==> src/mec_pkg.sv <==
`default_nettype none

package mec_pkg;

	// Coordinate width inside the engine, 4 integer bits and the rest fraction
	localparam int COORD_WIDTH = 32;
	localparam int FRAC_BITS   = COORD_WIDTH - 4;
	localparam int PROD_WIDTH  = 2 * COORD_WIDTH;
	localparam int IN_WIDTH    = 32;
	localparam int NARROW_SHIFT = (COORD_WIDTH < IN_WIDTH) ? IN_WIDTH - COORD_WIDTH : 0;

	localparam int ITER_WIDTH  = 16;
	localparam int COUNT_WIDTH = 32;

	localparam logic [ITER_WIDTH-1:0]  RESET_MAX_ITER = ITER_WIDTH'(1000);
	localparam logic [COUNT_WIDTH-1:0] COUNT_MAX      = '1;

	// |z|^2 bound: 4.0 with 2*FRAC_BITS fraction bits
	localparam logic [PROD_WIDTH-1:0] MAG_BOUND =
		PROD_WIDTH'(1) << (2 * FRAC_BITS + 2);

	localparam int QUEUE_DEPTH = 2;
	localparam int QPTR_WIDTH  = $clog2(QUEUE_DEPTH);
	localparam int QCNT_WIDTH  = $clog2(QUEUE_DEPTH + 1);

	typedef struct packed {
		logic signed [IN_WIDTH-1:0] c_real;
		logic signed [IN_WIDTH-1:0] c_imag;
		logic                       clear_count;
	} in_t;

	typedef struct packed {
		logic                   escaped;
		logic [ITER_WIDTH-1:0]  iterations_done;
		logic [COUNT_WIDTH-1:0] outside_total;
	} out_t;

	// One classified request as it waits for the engine
	typedef struct packed {
		logic signed [COORD_WIDTH-1:0] cr;
		logic signed [COORD_WIDTH-1:0] ci;
		logic                          clr;
		logic [ITER_WIDTH-1:0]         limit;
	} task_t;

	typedef enum logic [1:0] {
		B_IDLE,
		B_MUL,
		B_UPD,
		B_DONE
	} back_state_t;

	// Arithmetic shift right to the engine width, rounding toward minus infinity
	function automatic logic signed [COORD_WIDTH-1:0] narrow_coord(
		input logic signed [IN_WIDTH-1:0] v
	);
		logic signed [PROD_WIDTH-1:0] w;
		w = PROD_WIDTH'(v);
		return COORD_WIDTH'(w >>> NARROW_SHIFT);
	endfunction

	function automatic logic signed [COORD_WIDTH-1:0] clamp_coord(
		input logic signed [PROD_WIDTH-1:0] v
	);
		logic signed [PROD_WIDTH-1:0] hi;
		logic signed [PROD_WIDTH-1:0] lo;
		hi = {{(PROD_WIDTH-COORD_WIDTH+1){1'b0}}, {(COORD_WIDTH-1){1'b1}}};
		lo = ~hi;
		if (v > hi) begin
			return COORD_WIDTH'(hi);
		end else if (v < lo) begin
			return COORD_WIDTH'(lo);
		end
		return COORD_WIDTH'(v);
	endfunction

endpackage

`default_nettype wire

==> src/mec_queue.sv <==
`default_nettype none

module mec_queue import mec_pkg::*; (
	input  wire logic  clk,
	input  wire logic  arst_n,
	input  wire logic  push_valid,
	output logic       push_ready,
	input  wire task_t push_data,
	output logic       pop_valid,
	input  wire logic  pop,
	output task_t      pop_data
);

	task_t                 mem [QUEUE_DEPTH];
	logic [QPTR_WIDTH-1:0] wr_ptr_q;
	logic [QPTR_WIDTH-1:0] rd_ptr_q;
	logic [QCNT_WIDTH-1:0] count_q;
	logic                  do_push;
	logic                  do_pop;

	assign push_ready = (count_q != QCNT_WIDTH'(QUEUE_DEPTH));
	assign pop_valid  = (count_q != '0);
	assign pop_data   = mem[rd_ptr_q];
	assign do_push    = push_valid && push_ready;
	assign do_pop     = pop && pop_valid;

	always_ff @(posedge clk or negedge arst_n) begin
		if (!arst_n) begin
			wr_ptr_q <= '0;
			rd_ptr_q <= '0;
			count_q  <= '0;
		end else begin
			if (do_push) begin
				wr_ptr_q <= (wr_ptr_q == QPTR_WIDTH'(QUEUE_DEPTH - 1)) ? '0
				                                                       : wr_ptr_q + QPTR_WIDTH'(1);
			end
			if (do_pop) begin
				rd_ptr_q <= (rd_ptr_q == QPTR_WIDTH'(QUEUE_DEPTH - 1)) ? '0
				                                                       : rd_ptr_q + QPTR_WIDTH'(1);
			end
			if (do_push && !do_pop) begin
				count_q <= count_q + QCNT_WIDTH'(1);
			end else if (do_pop && !do_push) begin
				count_q <= count_q - QCNT_WIDTH'(1);
			end
		end
	end

	always_ff @(posedge clk) begin
		if (do_push) begin
			mem[wr_ptr_q] <= push_data;
		end
	end

endmodule

`default_nettype wire

==> config.mk <==
export PLATFORM = sky130hd
export DESIGN_NAME = mec_queue
export DESIGN_NICKNAME = d
export VERILOG_FILES = /design/src/mec_pkg.sv /design/src/mec_queue.sv
export SDC_FILE = /design/constraint.sdc
export NUM_CORES = 1
export LEC_CHECK = 0
export CAP_MARGIN = 20
export CORE_MARGIN = 5
export CORE_UTILIZATION = 35
export CTS_BUF_LIST = sky130_fd_sc_hd__clkbuf_2
export CTS_CLUSTER_DIAMETER = 30
export CTS_CLUSTER_SIZE = 10
export DETAILED_ROUTE_END_ITERATION = 6
export DONT_BUFFER_PORTS = 1
export PLACE_DENSITY_LB_ADDON = 0.1
export SETUP_SLACK_MARGIN = 0.5
export SLEW_MARGIN = 25
export SYNTH_ARGS = -nofsm -noshare
export SYNTH_HDL_FRONTEND = slang
export SYNTH_SLANG_ARGS = --single-unit
==> constraint.sdc <==
create_clock -name clk -period 10.4 [get_ports clk]
set_input_delay 2.08 -clock clk [delete_from_list [all_inputs] [get_ports clk]]
set_output_delay 2.08 -clock clk [all_outputs]
set_load 0.02 [all_outputs]
# Word level (Yosys, flattened, before mapping)
# Memories as Yosys holds them, arrays and structs flattened.
# Index checks and enable logic that the tools add are counted.
dict set report op_classes {
  addsub 4
  n_eq_ne 1
  n_mux 6
  reduce_logical 8
}
# operator count
set op_table {}
lappend op_table {{$logic_and A1 B1 Y1} 4}
lappend op_table {{$mux W1} 4}
lappend op_table {{$mux W2} 2}
lappend op_table {{$reduce_bool A2 Y1} 2}
lappend op_table {{$add A1 B1 Y1 const B} 2}
lappend op_table {{$add A2 B1 Y2 const B} 1}
lappend op_table {{$logic_not A1 Y1} 2}
lappend op_table {{$ne A2 B2 Y1 const B} 1}
lappend op_table {{$sub A2 B1 Y2 const B} 1}
dict set report word_totals {
  reg_bits 4
  ram_bits 162
  output_inout_bits 83
  wordCells 23
  memories 1
}
# memory depth word_bits rd rd_ports_with_merged_regs write_ports line_no
set mem_list {}
lappend mem_list {mem 2 81 1 0 1 mec_queue.sv:14} ;# task_t mem [QUEUE_DEPTH];

# Depth between registers and ports, before layout
dict set report logic_depth {
  ltp_word 6
  ltp_mapped 7
  depth_no_buf 7
}

# Worst setup path before layout
# Ideal clock, no wire load.
dict set report synth_path {
  path_kind {input -> register}
  start {input push_valid}
  end {memory mem[0][0] (netlist bit), enable pin}
  arrival_ns 5.554
  t_required_ns 9.879
  slack_ns 4.325
  cell_stages 2
  n_path_buf 0
  path_cell_list {nand2_1 -> nor2_1}
}
dict set report synth_via {
  elab_chain_cells 3
}
# item line_no
set synth_rtl {}
lappend synth_rtl {{start, declared} mec_queue.sv:6} ;# input wire logic push_valid,
lappend synth_rtl {{$logic_and A1 B1 Y1} mec_queue.sv:24} ;# assign do_push = push_valid && push_ready;
lappend synth_rtl {{$mux W1} mec_queue.sv:50} ;# if (do_push) begin
lappend synth_rtl {{$mux W1 (implied by the code)} mec_queue.sv:51} ;# mem[wr_ptr_q] <= push_data;
lappend synth_rtl {{end, declared} mec_queue.sv:14}
# Every way passes these cells.

==> reports/results.txt <==
Setup violations remaining at the end of the flow were counted as 0. The highest-delay cell along the critical path is buf_4. For this run, asynchronously set or reset flops after synthesis account for 2.41%.

The relative slew slack was 33.9%; the post-CTS resize count was 0. In this run the critical register-to-register path is launched from count_q[0]$_DFFE_PN0P_. After synthesis the netlist holds a flip-flop and latch count of 166.

For this design the static power due to leakage is 0.00240 uW. Across the VDD grid, the largest voltage drop is 106 uV. The width of the die is 146 microns, and the mapped cell area is 6440 sq um. Relative to the synthesized area, the layout overhead comes to 5.62%. After technology mapping, the gate count stands at 270. The H-tree was split into 4 levels. The total negative slack for setup checks is 0 ns, and the simple logic cell fraction of the synthesized area is 0.525%. In the synthesized netlist the dominant register cell turns out to be edfxtp_1.

Via count of the first global-routing pass: 2693. The per-cell via count in the routed design works out to 4.63. The run gives 0 as the hold violation count in the final report. The count of cells along the worst register-to-register path was 4.

For the pin with the worst max-slew slack, the measured transition is 0.991 ns. The total of warnings raised by yosys came out at 0. Summing over every cut layer, the via total after detailed routing is 2425. Counting instances in the post-synthesis netlist gives the leading cell types as 162 x edfxtp_1, 79 x mux2_4, 8 x buf_12. The net switching component of the power is 686 uW, and the final-report max-slew violation count is 0. The clock period could shrink to 4.89 ns. The period utilization came out at 47.0%.

The layout has 1684 filler cells. The most common cell in the synthesized netlist is edfxtp_1. Summing the areas of all compound-gate instances in the mapped netlist gives 0% of the synthesized area. For the global route total overflow, the log shows 0. Summed over all instances, the cell type with the most area after synthesis is edfxtp_1. STA classifies the critical path startpoint as a flip-flop.

Setup repair after global routing left no endpoint under its margin. The met3 routed wirelength was 1.44 mm. Buffers inserted during clock tree synthesis total 17. The flow ran to the end, and the final reports show no timing, DRC or antenna violations. The cell sitting at the root of the clock tree is a clkbuf_2.

Summed over all layers, the routed wires come to 11.0 mm. After synthesis, the netlist uses 15 different library cells. The finished cells cover 6800 sq um. The number of nets in the synthesized netlist is 356. The average instance in the mapped netlist occupies 23.8 sq um. Clock-pin slew was measured on the worst setup and hold paths at 0.20 ns. The startpoint identified for the worst hold timing path is count_q[1]$_DFFE_PN0P_. Vertical extent of the die: 146 microns. The detailed router put a total of 4.10 mm of wire on met1. The top cell type's share of synthesized area was 75.6%; the number of sinks driven by the clock tree was 166. The signal on the critical path passes through buf_4 -> mux2_4.

Based on the critical path, the design can be clocked at up to 0.204 GHz. The core region is 18000 sq um. The number of flops mapped to enable cells by yosys was 162.

The count of hold buffers inserted by post-cts repair is 0. The tool flagged a number of max-cap violations equal to 0. TritonCTS built the clock tree. The critical path starts at rd_ptr_q$_DFFE_PN0P_. The worst hold path stage count works out to 1. Entering global routing, the biggest net connects 55 pins. Buffers added to address setup during post-CTS repair amount to 0. At the end of routability-driven placement, the weighted congestion stood at 0.652. After the last flow step, the layout net total stands at 369.

The part of the total power dissipated in combinational logic is 34.5%. Category of the critical setup timing path: flip-flop to output pin. The tools report the cell row count as 49. The top metal layer carrying routed signals was met5.

The total cell area at the placement stage was 6590 sq um. The first global-routing pass estimated 16.7 mm of wire. In this run the tool buffered the top-level ports with 0 buffer cells. The number of remaining DRC errors was 0; the top fanout value on the critical path was 53.

In the final routed layout, each cell accounts on average for 21.1 microns. For the worst-skew pair, the clock arrives at the later sink with an insertion delay of 0.68 ns. In the final layout, the share of cells above drive strength 1 is 38.8%.

For the number of antenna violations at the first check in global routing, the log shows 2. The worst hold path belongs to the class flip-flop to flip-flop. The count of nets left with antenna violations once routing finished came out at 0. The total met2 wirelength after detailed routing is 5.34 mm. Kind of end point of the critical path: an output pin.

The signal arrival time at the worst endpoint is 2.81 ns, and the worst hold slack across all endpoints is 0.511 ns. The boundary pin count is 168, and the power density over the cells is 291 nW/um^2. Summing the areas of all xor and xnor instances in the mapped netlist gives 0.680% of the synthesized area. The tools report the half-perimeter wire length after placement as 7.14 mm.

Global routing used 10.6% of the available tracks. The logs give 0.0236 ns for the worst-case clock skew and 8.32 ns for the required time at the endpoint of the critical path. After synthesis, the largest family of logic cells by area is multiplexers. The clock passes through at most 2 buffers. For this configuration, the core starts out at a cell density of 35.7%. The sequential fraction of the synthesis area was 77.1%. The floorplan step defined a die boundary enclosing 21200 sq um. In this run switching power makes up 34.7% of total power. The internal power of the cells totals 1290 uW. Largest incremental delay on the critical path: 0.87 ns.

Measured against the total synthesized area, the mux share comes to 18.8%. Of the total power, registers draw 49.7%. The clock network is responsible for 15.9% of the overall power. Sorting the synthesized cells by area gives the leading types as edfxtp_1 76%, mux2_4 18%, buf_12 2.5%. Length of the first detailed-routing pass in iterations: 3. Cells fill 37.7% of the core in the end. The synthesized-area fraction occupied by adder cells is 0.194%, and the starting DRC count in detailed routing is 110.
==> cell usage in the layout (no fill, tap or decap) <==
cell,netlist,layout
ha_1,1,1
nor2_1,2,1
and3_4,0,1
nand2b_1,1,1
dfrtp_1,4,3
mux2_2,2,2
nand2_1,2,2
clkinv_1,0,3
clkinv_2,0,3
clkinvlp_4,0,2
mux2_4,79,79
inv_6,0,1
nor2_4,0,1
or2_1,1,1
clkbuf_2,0,19
xnor2_1,3,3
bufinv_16,0,2
diode_2,0,1
buf_4,0,3
edfxtp_1,162,162
xor2_1,2,2
inv_1,1,1
dfrtp_4,0,1
==> final cells by class <==
cell class | instances | area (sq um) | share of cell area [%]
Sequential cell | 166 | 4970 | 73.1
Multi-Input combinational cell | 94 | 1310 | 19.3
Tap cell | 229 | 287 | 4.21
Clock inverter | 11 | 110 | 1.62
Clock buffer | 19 | 95.1 | 1.40
Timing Repair Buffer | 3 | 22.5 | 0.331
Inverter | 1 | 3.75 | 0.0552
Antenna cell | 1 | 2.50 | 0.0368
==> power groups by stage <==
stage | sequential [uW] | clock [uW] | combinational [uW]
floorplan | 972 | 0 | 686
global placement | 1000 | 0 | 701
detailed placement | 1000 | 0 | 705
CTS | 988 | 337 | 707
global route | 1000 | 366 | 725
finish | 983 | 314 | 682
==> cell families (layout without fill, tap and decap cells) <==
group	after synthesis	count (layout)
fa+ha+maj	1	1
flops	166	166
xor+xnor	5	5
other cells	0	1
buf+inv	10	34
mux	81	81
simple gates	7	7
==> flip-flops by register name, indices dropped and copies added, names as in the netlist <==
signal    flops
count_q       2
mem         162
rd_ptr_q      1
wr_ptr_q      1
==> critical path: cells and delay by family (launching register included) <==
kind	cells	cell delay, ns
buffers and inverters	1	0.87
DFF	1	0.83
muxes	1	0.40
==> per-stage QoR <==
stage | total power, uW | setup WS (ns) | cells
4_1_cts | 2030 | 5.30 | 523
3_5_place_dp | 1710 | 6.15 | 493
5_1_grt | 2090 | 5.22 | 524
2_1_floorplan | 1660 | 4.32 | 270
3_3_place_gp | 1710 | 6.15 | 493
6_report | 1980 | 5.51 | 524
==> metal layers <==
| layer | vias to the layer above | global-route usage (%) |
|---|---|---|
| met5 | - | 0 |
| met3 | 14 | 7.75 |
| met2 | 104 | 16.4 |
| met1 | 1218 | 11.1 |
| met4 | 2 | 4.06 |
| li1 | 1087 | - |
==> worst paths after layout <==
kind	to	slack, ns
max	pop_data[76]	5.51
min	count_q[1]$_DFFE_PN0P_	0.51
max reg2reg	mem[0][42]$_DFFE_PP_	7.63
min reg2reg	count_q[1]$_DFFE_PN0P_	0.51
max in group asynchronous	rd_ptr_q$_DFFE_PN0P_	9.25
min in group asynchronous	rd_ptr_q$_DFFE_PN0P_	1.08
(Power assumes the default switching activity.)
