--- src/mec_pkg.sv ---
`default_nettype none

package mec_pkg;

	// Coordinate width inside the engine, 4 integer bits and the rest fraction
	localparam int COORD_WIDTH = 32;
	localparam int FRAC_BITS   = COORD_WIDTH - 4;
	localparam int PROD_WIDTH  = 2 * COORD_WIDTH;
	localparam int IN_WIDTH    = 32;
	localparam int NARROW_SHIFT = (COORD_WIDTH < IN_WIDTH) ? IN_WIDTH - COORD_WIDTH : 0;

	localparam int ITER_WIDTH  = 16;
	localparam int COUNT_WIDTH = 32;

	localparam logic [ITER_WIDTH-1:0]  RESET_MAX_ITER = ITER_WIDTH'(1000);
	localparam logic [COUNT_WIDTH-1:0] COUNT_MAX      = '1;

	// |z|^2 bound: 4.0 with 2*FRAC_BITS fraction bits
	localparam logic [PROD_WIDTH-1:0] MAG_BOUND =
		PROD_WIDTH'(1) << (2 * FRAC_BITS + 2);

	localparam int QUEUE_DEPTH = 2;
	localparam int QPTR_WIDTH  = $clog2(QUEUE_DEPTH);
	localparam int QCNT_WIDTH  = $clog2(QUEUE_DEPTH + 1);

	typedef struct packed {
		logic signed [IN_WIDTH-1:0] c_real;
		logic signed [IN_WIDTH-1:0] c_imag;
		logic                       clear_count;
	} in_t;

	typedef struct packed {
		logic                   escaped;
		logic [ITER_WIDTH-1:0]  iterations_done;
		logic [COUNT_WIDTH-1:0] outside_total;
	} out_t;

	// One classified request as it waits for the engine
	typedef struct packed {
		logic signed [COORD_WIDTH-1:0] cr;
		logic signed [COORD_WIDTH-1:0] ci;
		logic                          clr;
		logic [ITER_WIDTH-1:0]         limit;
	} task_t;

	typedef enum logic [1:0] {
		B_IDLE,
		B_MUL,
		B_UPD,
		B_DONE
	} back_state_t;

	// Arithmetic shift right to the engine width, rounding toward minus infinity
	function automatic logic signed [COORD_WIDTH-1:0] narrow_coord(
		input logic signed [IN_WIDTH-1:0] v
	);
		logic signed [PROD_WIDTH-1:0] w;
		w = PROD_WIDTH'(v);
		return COORD_WIDTH'(w >>> NARROW_SHIFT);
	endfunction

	function automatic logic signed [COORD_WIDTH-1:0] clamp_coord(
		input logic signed [PROD_WIDTH-1:0] v
	);
		logic signed [PROD_WIDTH-1:0] hi;
		logic signed [PROD_WIDTH-1:0] lo;
		hi = {{(PROD_WIDTH-COORD_WIDTH+1){1'b0}}, {(COORD_WIDTH-1){1'b1}}};
		lo = ~hi;
		if (v > hi) begin
			return COORD_WIDTH'(hi);
		end else if (v < lo) begin
			return COORD_WIDTH'(lo);
		end
		return COORD_WIDTH'(v);
	endfunction

endpackage

`default_nettype wire

--- src/mec_front.sv ---
`default_nettype none

module mec_front import mec_pkg::*; (
	input  wire logic                  clk,
	input  wire logic                  arst_n,
	input  wire logic                  cfg_wr_en,
	input  wire logic [ITER_WIDTH-1:0] cfg_wr_data,
	input  wire logic                  in_valid,
	output logic                       in_ready,
	input  wire in_t                   in_data,
	output logic                       push_valid,
	input  wire logic                  push_ready,
	output task_t                      push_data
);

	logic [ITER_WIDTH-1:0] max_iter_q;
	logic                  valid_s1;
	task_t                 task_s1;
	task_t                 task_new;

	always_comb begin
		task_new.cr    = narrow_coord(in_data.c_real);
		task_new.ci    = narrow_coord(in_data.c_imag);
		task_new.clr   = in_data.clear_count;
		// a zero limit still runs one update
		task_new.limit = (max_iter_q == '0) ? ITER_WIDTH'(1) : max_iter_q;
	end

	assign in_ready   = !valid_s1 || push_ready;
	assign push_valid = valid_s1;
	assign push_data  = task_s1;

	always_ff @(posedge clk or negedge arst_n) begin
		if (!arst_n) begin
			max_iter_q <= RESET_MAX_ITER;
			valid_s1   <= 1'b0;
		end else begin
			if (cfg_wr_en) begin
				max_iter_q <= cfg_wr_data;
			end
			if (in_ready) begin
				valid_s1 <= in_valid;
			end
		end
	end

	always_ff @(posedge clk) begin
		if (in_ready && in_valid) begin
			task_s1 <= task_new;
		end
	end

endmodule

`default_nettype wire

--- config.mk ---
export PLATFORM = sky130hd
export DESIGN_NAME = mec_front
export DESIGN_NICKNAME = d
export VERILOG_FILES = /design/src/mec_pkg.sv /design/src/mec_front.sv
export SDC_FILE = /design/constraint.sdc
export NUM_CORES = 1
export LEC_CHECK = 0
export BUFFER_PORTS_ARGS = -buffer_cell sky130_fd_sc_hd__buf_2
export CORE_MARGIN = 4
export CORE_UTILIZATION = 48
export DETAILED_ROUTE_END_ITERATION = 10
export HOLD_SLACK_MARGIN = 0.02
export PLACE_DENSITY = 0.93
export SLEW_MARGIN = 30
export SYNTH_ARGS = -nofsm -noshare
export SYNTH_HDL_FRONTEND = slang
export SYNTH_SLANG_ARGS = --single-unit
--- constraint.sdc ---
create_clock -name clk -period 9.1 [get_ports clk]
set_clock_uncertainty 0.1 [all_clocks]
set_input_delay 0.91 -clock clk [delete_from_list [all_inputs] [get_ports clk]]
set_output_delay 0.91 -clock clk [all_outputs]
set_load 0.05 [all_outputs]
# After elaboration in Yosys (flattened, before gate mapping)
# Cells that the tools add are included.
dict set report word_totals {
  inputBits 86
  ff_bits 98
  ram_bits 0
  mem_bits_ro 0
  memories 0
  latchBits 0
}
dict set report classes {
  eq_ne 0
  bitwise_logic 0
  div 0
  addsub 0
  n_reduce_logical 4
  muxes 0
  shift 0
  n_mul 0
  order_cmp 0
}
# op n
set ops {}
lappend ops {{logical NOT 16 bit} 1}
lappend ops {{logical AND 1 bit} 1}
lappend ops {{logical NOT 1 bit} 1}
lappend ops {{logical OR 1 bit} 1}

# Longest topological paths before layout
# Gate-level depths: netlist of the first run.
dict set report logic_depth {
  depth_word 3
  ltp_mapped 3
  mapped_depth_nobuf 2
}

# Worst setup path after synthesis of the first run
# No wires, ideal clock.
dict set report synth_path {
  path_type {input to register}
  start {in push_ready}
  end {reg task_s1, in the netlist push_data[0], enable pin}
  arrival_time_ps 3341
  cell_stages 2
  slack_ps 5211
  cell_sequence {nand2b_1 > and2_1}
}
dict set report synth_between {
  elab_chain_cells 2
}
# element line_no
set synth_rtl {}
lappend synth_rtl {{from (decl)} mec_front.sv:12} ;# input wire logic push_ready,
lappend synth_rtl {{logical OR 1 bit} mec_front.sv:29} ;# assign in_ready = !valid_s1 || push_ready;
lappend synth_rtl {{logical AND 1 bit} mec_front.sv:48} ;# if (in_ready && in_valid) begin
lappend synth_rtl {{to (signal assigned)} mec_front.sv:49} ;# task_s1 <= task_new;
lappend synth_rtl {{to (decl)} mec_front.sv:18} ;# task_t task_s1;
# Every way passes these cells.
# A chain may end at the register's enable or synchronous reset.

# Worst setup path after layout of the first run
dict set report layout_path {
  start {in push_ready}
  end {out in_ready}
}
dict set report layout_between {
  elab_chain_cells 1
}
# element line_no
set layout_rtl {}
lappend layout_rtl {{logical OR 1 bit} mec_front.sv:29}
lappend layout_rtl {{to (decl)} mec_front.sv:9} ;# output logic in_ready,
# Every way passes these cells.

==> results of run 1 <==
==> worst min-delay path by stage <==
stage / start / end / slack, ns
floorplan: max_iter_q[0]$_DFFE_PN0P_ / max_iter_q[0]$_DFFE_PN0P_ / 0.38
global placement: max_iter_q[1]$_DFFE_PN0P_ / push_data[1]$_SDFFCE_PN0P_ / 0.36
detailed placement: max_iter_q[1]$_DFFE_PN0P_ / push_data[1]$_SDFFCE_PN0P_ / 0.37
CTS: arst_n / max_iter_q[2]$_DFFE_PN0P_ / 0.36
global route: arst_n / max_iter_q[2]$_DFFE_PN0P_ / 0.36
finish: arst_n / max_iter_q[2]$_DFFE_PN0P_ / 0.37
==> state kept, by name, summed over array words and instances, names as in the netlist <==
| register | flops |
|---|---|
| push_valid | 1 |
| max_iter_q | 16 |
| push_data | 81 |
==> cells in the final DEF, fill, tap and decap left out, types with 2 or more instances in the layout <==
cell,netlist,routed
buf_2,0,168
edfxtp_1,81,81
dfrtp_1,11,11
mux2_4,10,10
clkbuf_8,0,9
mux2_2,6,6
dfstp_2,6,6
nor4_1,3,3
nand2b_1,2,2
bufinv_16,0,2
==> metrics by stage <==
step                cell area [um^2]  setup WS (ns)   util  hold WS (ns)
detailed placement              4080           6.61  0.635         0.370
finish                          4310           6.70  0.672         0.375
CTS                             4290           6.70  0.668         0.362
floorplan                       3220           5.21      -         0.383
global route                    4310           6.68  0.672         0.365
global placement                4080           6.68  0.635         0.359
==> critical path, cell delays in order <==
cell and delay (ns):
buf_2 0.07, nand2b_1 0.13, buf_2 0.27
==> where the power goes <==
| group | switching [uW] | internal (uW) |
|---|---|---|
| Combinational | 102 | 37.7 |
| Clock | 139 | 156 |
| Sequential | 10.5 | 522 |
==> cell families (layout without fill, tap and decap cells) <==
family          after synthesis  count (layout)  share of synthesized area
flops                        98              98                      0.889
buf+inv                      17             185                     0.0272
mux                          16              16                     0.0675
simple gates                  7               7                     0.0132
compound gates                1               1                    0.00311
==> metal layers <==
layer	vias up	share of wire	global-route usage
met3	4	0.081	0.0576
met1	816	0.39	0.197
met4	0	0.0062	0.0459
li1	846	-	-
met5	-	0	0
met2	102	0.52	0.269
==> area by class of cell <==
cell class / count / area (um^2) / area share
flip-flops and latches: 98 / 2870 / 0.664
repair buffers: 169 / 861 / 0.200
well taps: 77 / 96.3 / 0.0223
clock inverters: 6 / 90.1 / 0.0209
clock buffers: 10 / 128 / 0.0296
multi-input cells: 24 / 273 / 0.0632
==> results.json, run 1 <==
{
  "tightest_slew_ns": 0.485,
  "cp-start-kind": "input port",
  "hpwlAfterDp_mm": 4.83,
  "cts_hold_buf": 0,
  "r2r_slack_ns": 7.38,
  "hold_viol": 0,
  "ys_async_sr_fraction": 0.173,
  "crit_fanout": 3,
  "cts_setup_buffers": 0,
  "leakage_uw": 0.00186,
  "ys_ff_latch": 98,
  "synth_edf_count": 81,
  "arrival_ns": 1.39,
  "slew_headroom": 0.677,
  "grtUsageTotal": 0.160,
  "max_freq_ghz": 0.417,
  "grt_pass1_wl_mm": 9.97,
  "start_util": 0.502,
  "ys_types": 13,
  "status": "complete, no violations",
  "rsz0062_at_grt": "false",
  "cts_made_buffers": 9,
  "synth_warnings": 0,
  "die_w_um": 89.9,
  "clockRootBuffer": "clkbuf_8",
  "r2r_cells": 3,
  "cts_tree": "built",
  "cp_data_required_time_ns": 8.09,
  "tns_ns": 0,
  "clockBufferDepth": 2,
  "routed_via_density": 4.60,
  "min_period_ns": 2.40,
  "ant_nets": 0,
  "core_area_mm2": 0.00642,
  "finalNonFillerCells": 384,
  "layout-drive-gt1-share": 0.674,
  "antenna_found_initial": 0,
  "vias": 1768,
  "routed_wl_mm": 6.47,
  "dpl.cell_count": 367,
  "nNetsFinal": 388,
  "first_pass_iters": 4,
  "drc_errors": 0,
  "fill_cells": 459,
  "overflow": 0,
  "hold_class": "in2async",
  "die_h_um": 89.9,
  "vdd_drop_max_mv": 0.129,
  "timing.final.max_slew_violations": 0,
  "power_uw": 968,
  "critPathKind": "in2out",
  "ys_seq_area_frac": 0.889,
  "clk_pin_slew_ns": 0.09,
  "synthTopCellsByArea": "edfxtp_1, dfrtp_1, dfstp_2",
  "crit_end": "in_ready",
  "maxCapViolCount": 0,
  "p_per_area_mw_per_mm2": 224,
  "grt_max_degree": 82,
  "cts_htree_levels": 3,
  "synth_top_area_cell": "edfxtp_1",
  "syn_area_per_cell_um2": 23.2,
  "synth_most_common_cell": "edfxtp_1",
  "synth_area_mm2": 0.00322,
  "syn_to_final_growth_pct": 33.8,
  "detail_route.wl_per_cell_um": 16.9,
  "die_area_mm2": 0.00809,
  "rows": 29,
  "timing.rr.start": "push_valid$_DFFE_PN0P_",
  "r2r_end": "push_data[20]$_DFFE_PP_",
  "synth_nets": 225,
  "critical_path.startpoint": "push_ready",
  "cts.repair.resized": 0,
  "synth_flop_cell": "edfxtp_1",
  "clock_latency_ns": 0.33,
  "synth_top_area_frac": 0.755,
  "clock_sinks": 98,
  "drt_iter0_markers": 77,
  "setup_viol": 0,
  "end_kind": "output pin",
  "grt_pass1_vias": 1889,
  "port_buffers": 168,
  "io_pins": 169,
  "postSynthCellCount": 139,
  "fin_crit_sh": 0.263,
  "diodes": 0,
  "routabilityCongestion": 0.718,
  "synthTopCellsByCount": "edfxtp_1, clkbuf_1, dfrtp_1"
}
Power figures use the tool's default switching activity.
==> run 2, diff against run 1 <==
- CORE_UTILIZATION: 48 -> 40
- PLACE_DENSITY: 0.93 -> 0.84
- clock period: 9.1 -> 2.2 ns (I/O delays scaled with it)
==> results.json, run 2 (same netlist as run 1, synthesis figures left out) <==
{
  "rows": 32,
  "p_clk_frac": 0.268,
  "timing.final.max_slew_violations": 0,
  "fill_cells": 542,
  "leakage_uw": 0.00220,
  "final_cell_mix": "buf_2, dlygate4sd3_1, edfxtp_1",
  "max_freq_ghz": 0.649,
  "finalInstanceArea_mm2": 0.00516,
  "cp-start-kind": "input port",
  "crit_chain": "dlygate4sd3_1 > buf_2 > and2_4 > buf_4",
  "start_util": 0.415,
  "grt_pass1_wl_mm": 13.2,
  "grtUsageTotal": 0.183,
  "crit_fanout": 24,
  "detail_route.wl_per_cell_um": 17.7,
  "die_area_mm2": 0.00956,
  "overflow": 0,
  "grt_max_degree": 36,
  "r2r_cells": 3,
  "clockRootBuffer": "clkbuf_8",
  "core_area_mm2": 0.00777,
  "grt_pass1_vias": 2434,
  "power.switching_uw": 1150,
  "multi_input_area_um2": 275,
  "p_seq_frac": 0.553,
  "cts_setup_buffers": 0,
  "hold_class": "in2reg",
  "holdPathStages": 3,
  "layout-drive-gt1-share": 0.538,
  "cp_data_required_time_ns": 2.13,
  "routabilityCongestion": 0.739,
  "cts.repair.resized": 0,
  "r2r_slack_ns": 0.66,
  "p_per_area_mw_per_mm2": 775,
  "cts_htree_levels": 3,
  "routed_via_density": 4.51,
  "clock_latency_ns": 0.35,
  "min_period_ns": 1.54,
  "crit_family": "buffers and inverters",
  "combPwrFrac": 0.178,
  "hp-start": "push_ready",
  "ant_nets": 0,
  "maxCapViolCount": 0,
  "arrival_ns": 1.47,
  "critPathKind": "in2reg",
  "setup_viol": 0,
  "hold_slack_ns": 0.0699,
  "drt_iter0_markers": 59,
  "holdPathEnd": "push_valid$_DFFE_PN0P_",
  "drc_errors": 0,
  "tns_ns": 0,
  "timing.rr.start": "push_valid$_DFFE_PN0P_",
  "crit_path_max_incr_delay_ns": 0.52,
  "syn_to_final_growth_pct": 60.0,
  "cp_num_buf_inv": 3,
  "slowest_stage": "dlygate4sd3_1",
  "cts_tree": "built",
  "regArea_mm2": 0.00287,
  "r2r_end": "push_data[70]$_DFFE_PP_",
  "routed_wl_mm": 8.73,
  "antenna_found_initial": 0,
  "nNetsFinal": 473,
  "final_common_cell": "buf_2",
  "switching_share": 0.288,
  "placed_area_mm2": 0.00414,
  "port_buffers": 168,
  "tightest_slew_ns": 0.468,
  "die_h_um": 97.8,
  "largest_reg_flops": 81,
  "clock_sinks": 98,
  "end_kind": "flip-flop",
  "post-place-ws_ns": 0.670,
  "status": "complete, no violations",
  "diodes": 0,
  "first_pass_iters": 4,
  "cts_hold_buf": 83,
  "hold_viol": 0,
  "fin_crit_sh": 0.700,
  "io_pins": 169,
  "clockBufferDepth": 2,
  "rsz0062_at_grt": "false",
  "cp.depth": 4,
  "vdd_drop_max_mv": 0.432,
  "slew_headroom": 0.688,
  "internal_power_uw": 2850,
  "critical_path.startpoint": "in_valid",
  "clk_pin_slew_ns": 0.09,
  "die_w_um": 97.8,
  "vias": 2227,
  "setup_ws_ns": 0.660,
  "cts_made_buffers": 9
}
## run 2: power by group through the flow
stage / combinational (uW) / clock [uW] / sequential (uW)
after floorplan: 108 / 0 / 2550
after global routing: 744 / 1200 / 2230
after detailed placement: 591 / 0 / 2250
after CTS: 707 / 1100 / 2210
after global placement: 579 / 0 / 2240
final: 713 / 1070 / 2210
## run 2: layer usage
layer	track usage	up-vias	share of wire
met1	0.199	1079	0.36
li1	-	1014	-
met3	0.0643	15	0.077
met4	0.0575	0	0.018
met2	0.333	119	0.55
met5	0	-	0
## run 2: worst min-delay path, cell delays in order
cell and delay [ns]:
buf_2 0.07, nand2b_2 0.12, nand2b_1 0.06
## run 2: metrics by stage
stage          std cells  total power (uW)  utilization
2_1_floorplan        139              2660            -
3_3_place_gp         395              2820        0.534
3_5_place_dp         395              2840        0.534
4_1_cts              494              4010        0.664
5_1_grt              494              4170        0.664
6_report             494              4000        0.664
## run 2: worst max-delay path by stage
stage / endpoint
6_report: push_data[70]$_DFFE_PP_
5_1_grt: push_data[70]$_DFFE_PP_
4_1_cts: push_data[70]$_DFFE_PP_
3_5_place_dp: push_data[62]$_DFFE_PP_
3_3_place_gp: push_data[30]$_DFFE_PP_
2_1_floorplan: push_data[0]$_SDFFCE_PN1P_
## run 2: cell type report
| class | count | area share |
|---|---|---|
| Clock buffer | 9 | 0.0240 |
| Clock inverter | 7 | 0.0112 |
| Multi-Input combinational cell | 24 | 0.0534 |
| Sequential cell | 98 | 0.556 |
| Tap cell | 102 | 0.0248 |
| Timing Repair Buffer | 254 | 0.331 |
==> run 3, diff against run 2 <==
- CORE_UTILIZATION: 40 -> 44
- PLACE_DENSITY: 0.84 -> 0.87
- clock period: 2.2 -> 1.6 ns (I/O delays scaled with it)
==> results.json, run 3 (same netlist as run 1, synthesis figures left out) <==
{
  "final_common_cell": "buf_2",
  "ant_nets": 0,
  "syn_to_final_growth_pct": 61.6,
  "min_period_ns": 1.37,
  "cts_tree": "built",
  "fill_cells": 406,
  "drt_iter0_markers": 89,
  "grtUsageTotal": 0.231,
  "clockBufferDepth": 2,
  "p_per_area_mw_per_mm2": 1090,
  "io_pins": 169,
  "tns_ns": 0,
  "cts.repair.resized": 0,
  "die_h_um": 93.6,
  "final_cell_mix": "buf_2, dlygate4sd3_1, edfxtp_1",
  "start_util": 0.464,
  "routed_wl_mm": 10.1,
  "max_freq_ghz": 0.728,
  "timing.final.max_slew_violations": 0,
  "grt_pass1_vias": 2378,
  "first_pass_iters": 4,
  "tightest_slew_ns": 0.455,
  "status": "complete, no violations",
  "maxCapViolCount": 0,
  "slew_headroom": 0.696,
  "cp_data_required_time_ns": 1.34,
  "rsz0062_at_grt": "false",
  "cts_htree_levels": 3,
  "finalNonFillerCells": 490,
  "die_w_um": 93.6,
  "critPathKind": "reg2out",
  "routed_via_density": 4.63,
  "leakage_uw": 0.00223,
  "grt_max_degree": 45,
  "clock_sinks": 98,
  "cp-start-kind": "flip-flop",
  "setup_viol": 0,
  "routabilityCongestion": 0.742,
  "cts_hold_buf": 84,
  "crit_fanout": 3,
  "die_area_mm2": 0.00876,
  "cts_made_buffers": 9,
  "hpwlAfterDp_mm": 5.73,
  "grt_pass1_wl_mm": 14.4,
  "rows": 30,
  "hold_class": "in2async",
  "vias": 2271,
  "overflow": 0,
  "detail_route.wl_per_cell_um": 20.5,
  "cts_setup_buffers": 0,
  "fin_crit_sh": 0.858,
  "nNetsFinal": 475,
  "port_buffers": 168,
  "post-place-ws_ns": 0.261,
  "clk_pin_slew_ns": 0.09,
  "setup_ws_ns": 0.227,
  "hold_viol": 0,
  "layout-drive-gt1-share": 0.541,
  "end_kind": "output pin",
  "largest_reg_flops": 81,
  "drc_errors": 0,
  "arrival_ns": 1.11,
  "dpl.cell_count": 390,
  "core_area_mm2": 0.00694,
  "vdd_drop_max_mv": 0.715,
  "diodes": 0,
  "hold_slack_ns": 0.152,
  "antenna_found_initial": 0,
  "clock_latency_ns": 0.35,
  "clockRootBuffer": "clkbuf_8"
}
-- run 3: changes by cell type in the layout (fill, tap and decap cells not counted) --
cell / delta
dfrtp_2: +1
nand2b_2: -1
buf_12: +1
dlygate4sd3_1: +1
dfrtp_1: -1
bufinv_16: +1
clkinv_2: -1
nand2b_4: +1
-- run 3: final timing paths --
kind / from / end / slack, ns / cells past startpoint
min in group clk: cfg_wr_en / max_iter_q[5]$_DFFE_PN1P_ / 0.23 / 2
worst max-delay path: push_valid$_DFFE_PN0P_ / in_ready / 0.23 / 2
worst min register to register: max_iter_q[15]$_DFFE_PN0P_ / push_data[15]$_SDFFCE_PN0P_ / 0.38 / 0
max in group asynchronous: arst_n / max_iter_q[8]$_DFFE_PN1P_ / 0.93 / 2
worst max register to register: push_valid$_DFFE_PN0P_ / push_data[60]$_DFFE_PP_ / 0.25 / 3
worst min-delay path: arst_n / max_iter_q[14]$_DFFE_PN0P_ / 0.15 / 2
-- run 3: power by group --
| part | internal [uW] | leakage (uW) | switching [uW] |
|---|---|---|---|
| clock | 750 | 0.0000988 | 892 |
| sequential | 2970 | 0.000962 | 74.4 |
| combinational | 362 | 0.00117 | 646 |
-- run 3: final cells by class --
type / count / area (um^2) / share of cell area
clock inverters: 7 / 82.6 / 0.0159
repair buffers: 256 / 1740 / 0.333
multi-input cells: 24 / 280 / 0.0538
clock buffers: 9 / 124 / 0.0238
flip-flops and latches: 98 / 2870 / 0.550
well taps: 96 / 120 / 0.0231
-- run 3: critical path, cell delays in order (launching register included) --
cell and delay [ns]:
dfrtp_2 0.43, nand2b_4 0.07, buf_2 0.26
-- run 3: through the flow --
stage / area (um^2) / utilization / total power [uW]
floorplan: 3230 / - / 3660
detailed placement: 4160 / 0.599 / 3920
finish: 5210 / 0.750 / 5700
CTS: 5210 / 0.750 / 5670
global route: 5210 / 0.750 / 5900
global placement: 4160 / 0.599 / 3890
-- run 3: per-layer routing --
metal | up-vias | track usage | share of wire
met5 | - | 0 | 0
met4 | 0 | 0.0866 | 0.022
met3 | 15 | 0.0587 | 0.088
met2 | 144 | 0.409 | 0.53
met1 | 1098 | 0.269 | 0.36
li1 | 1014 | - | -
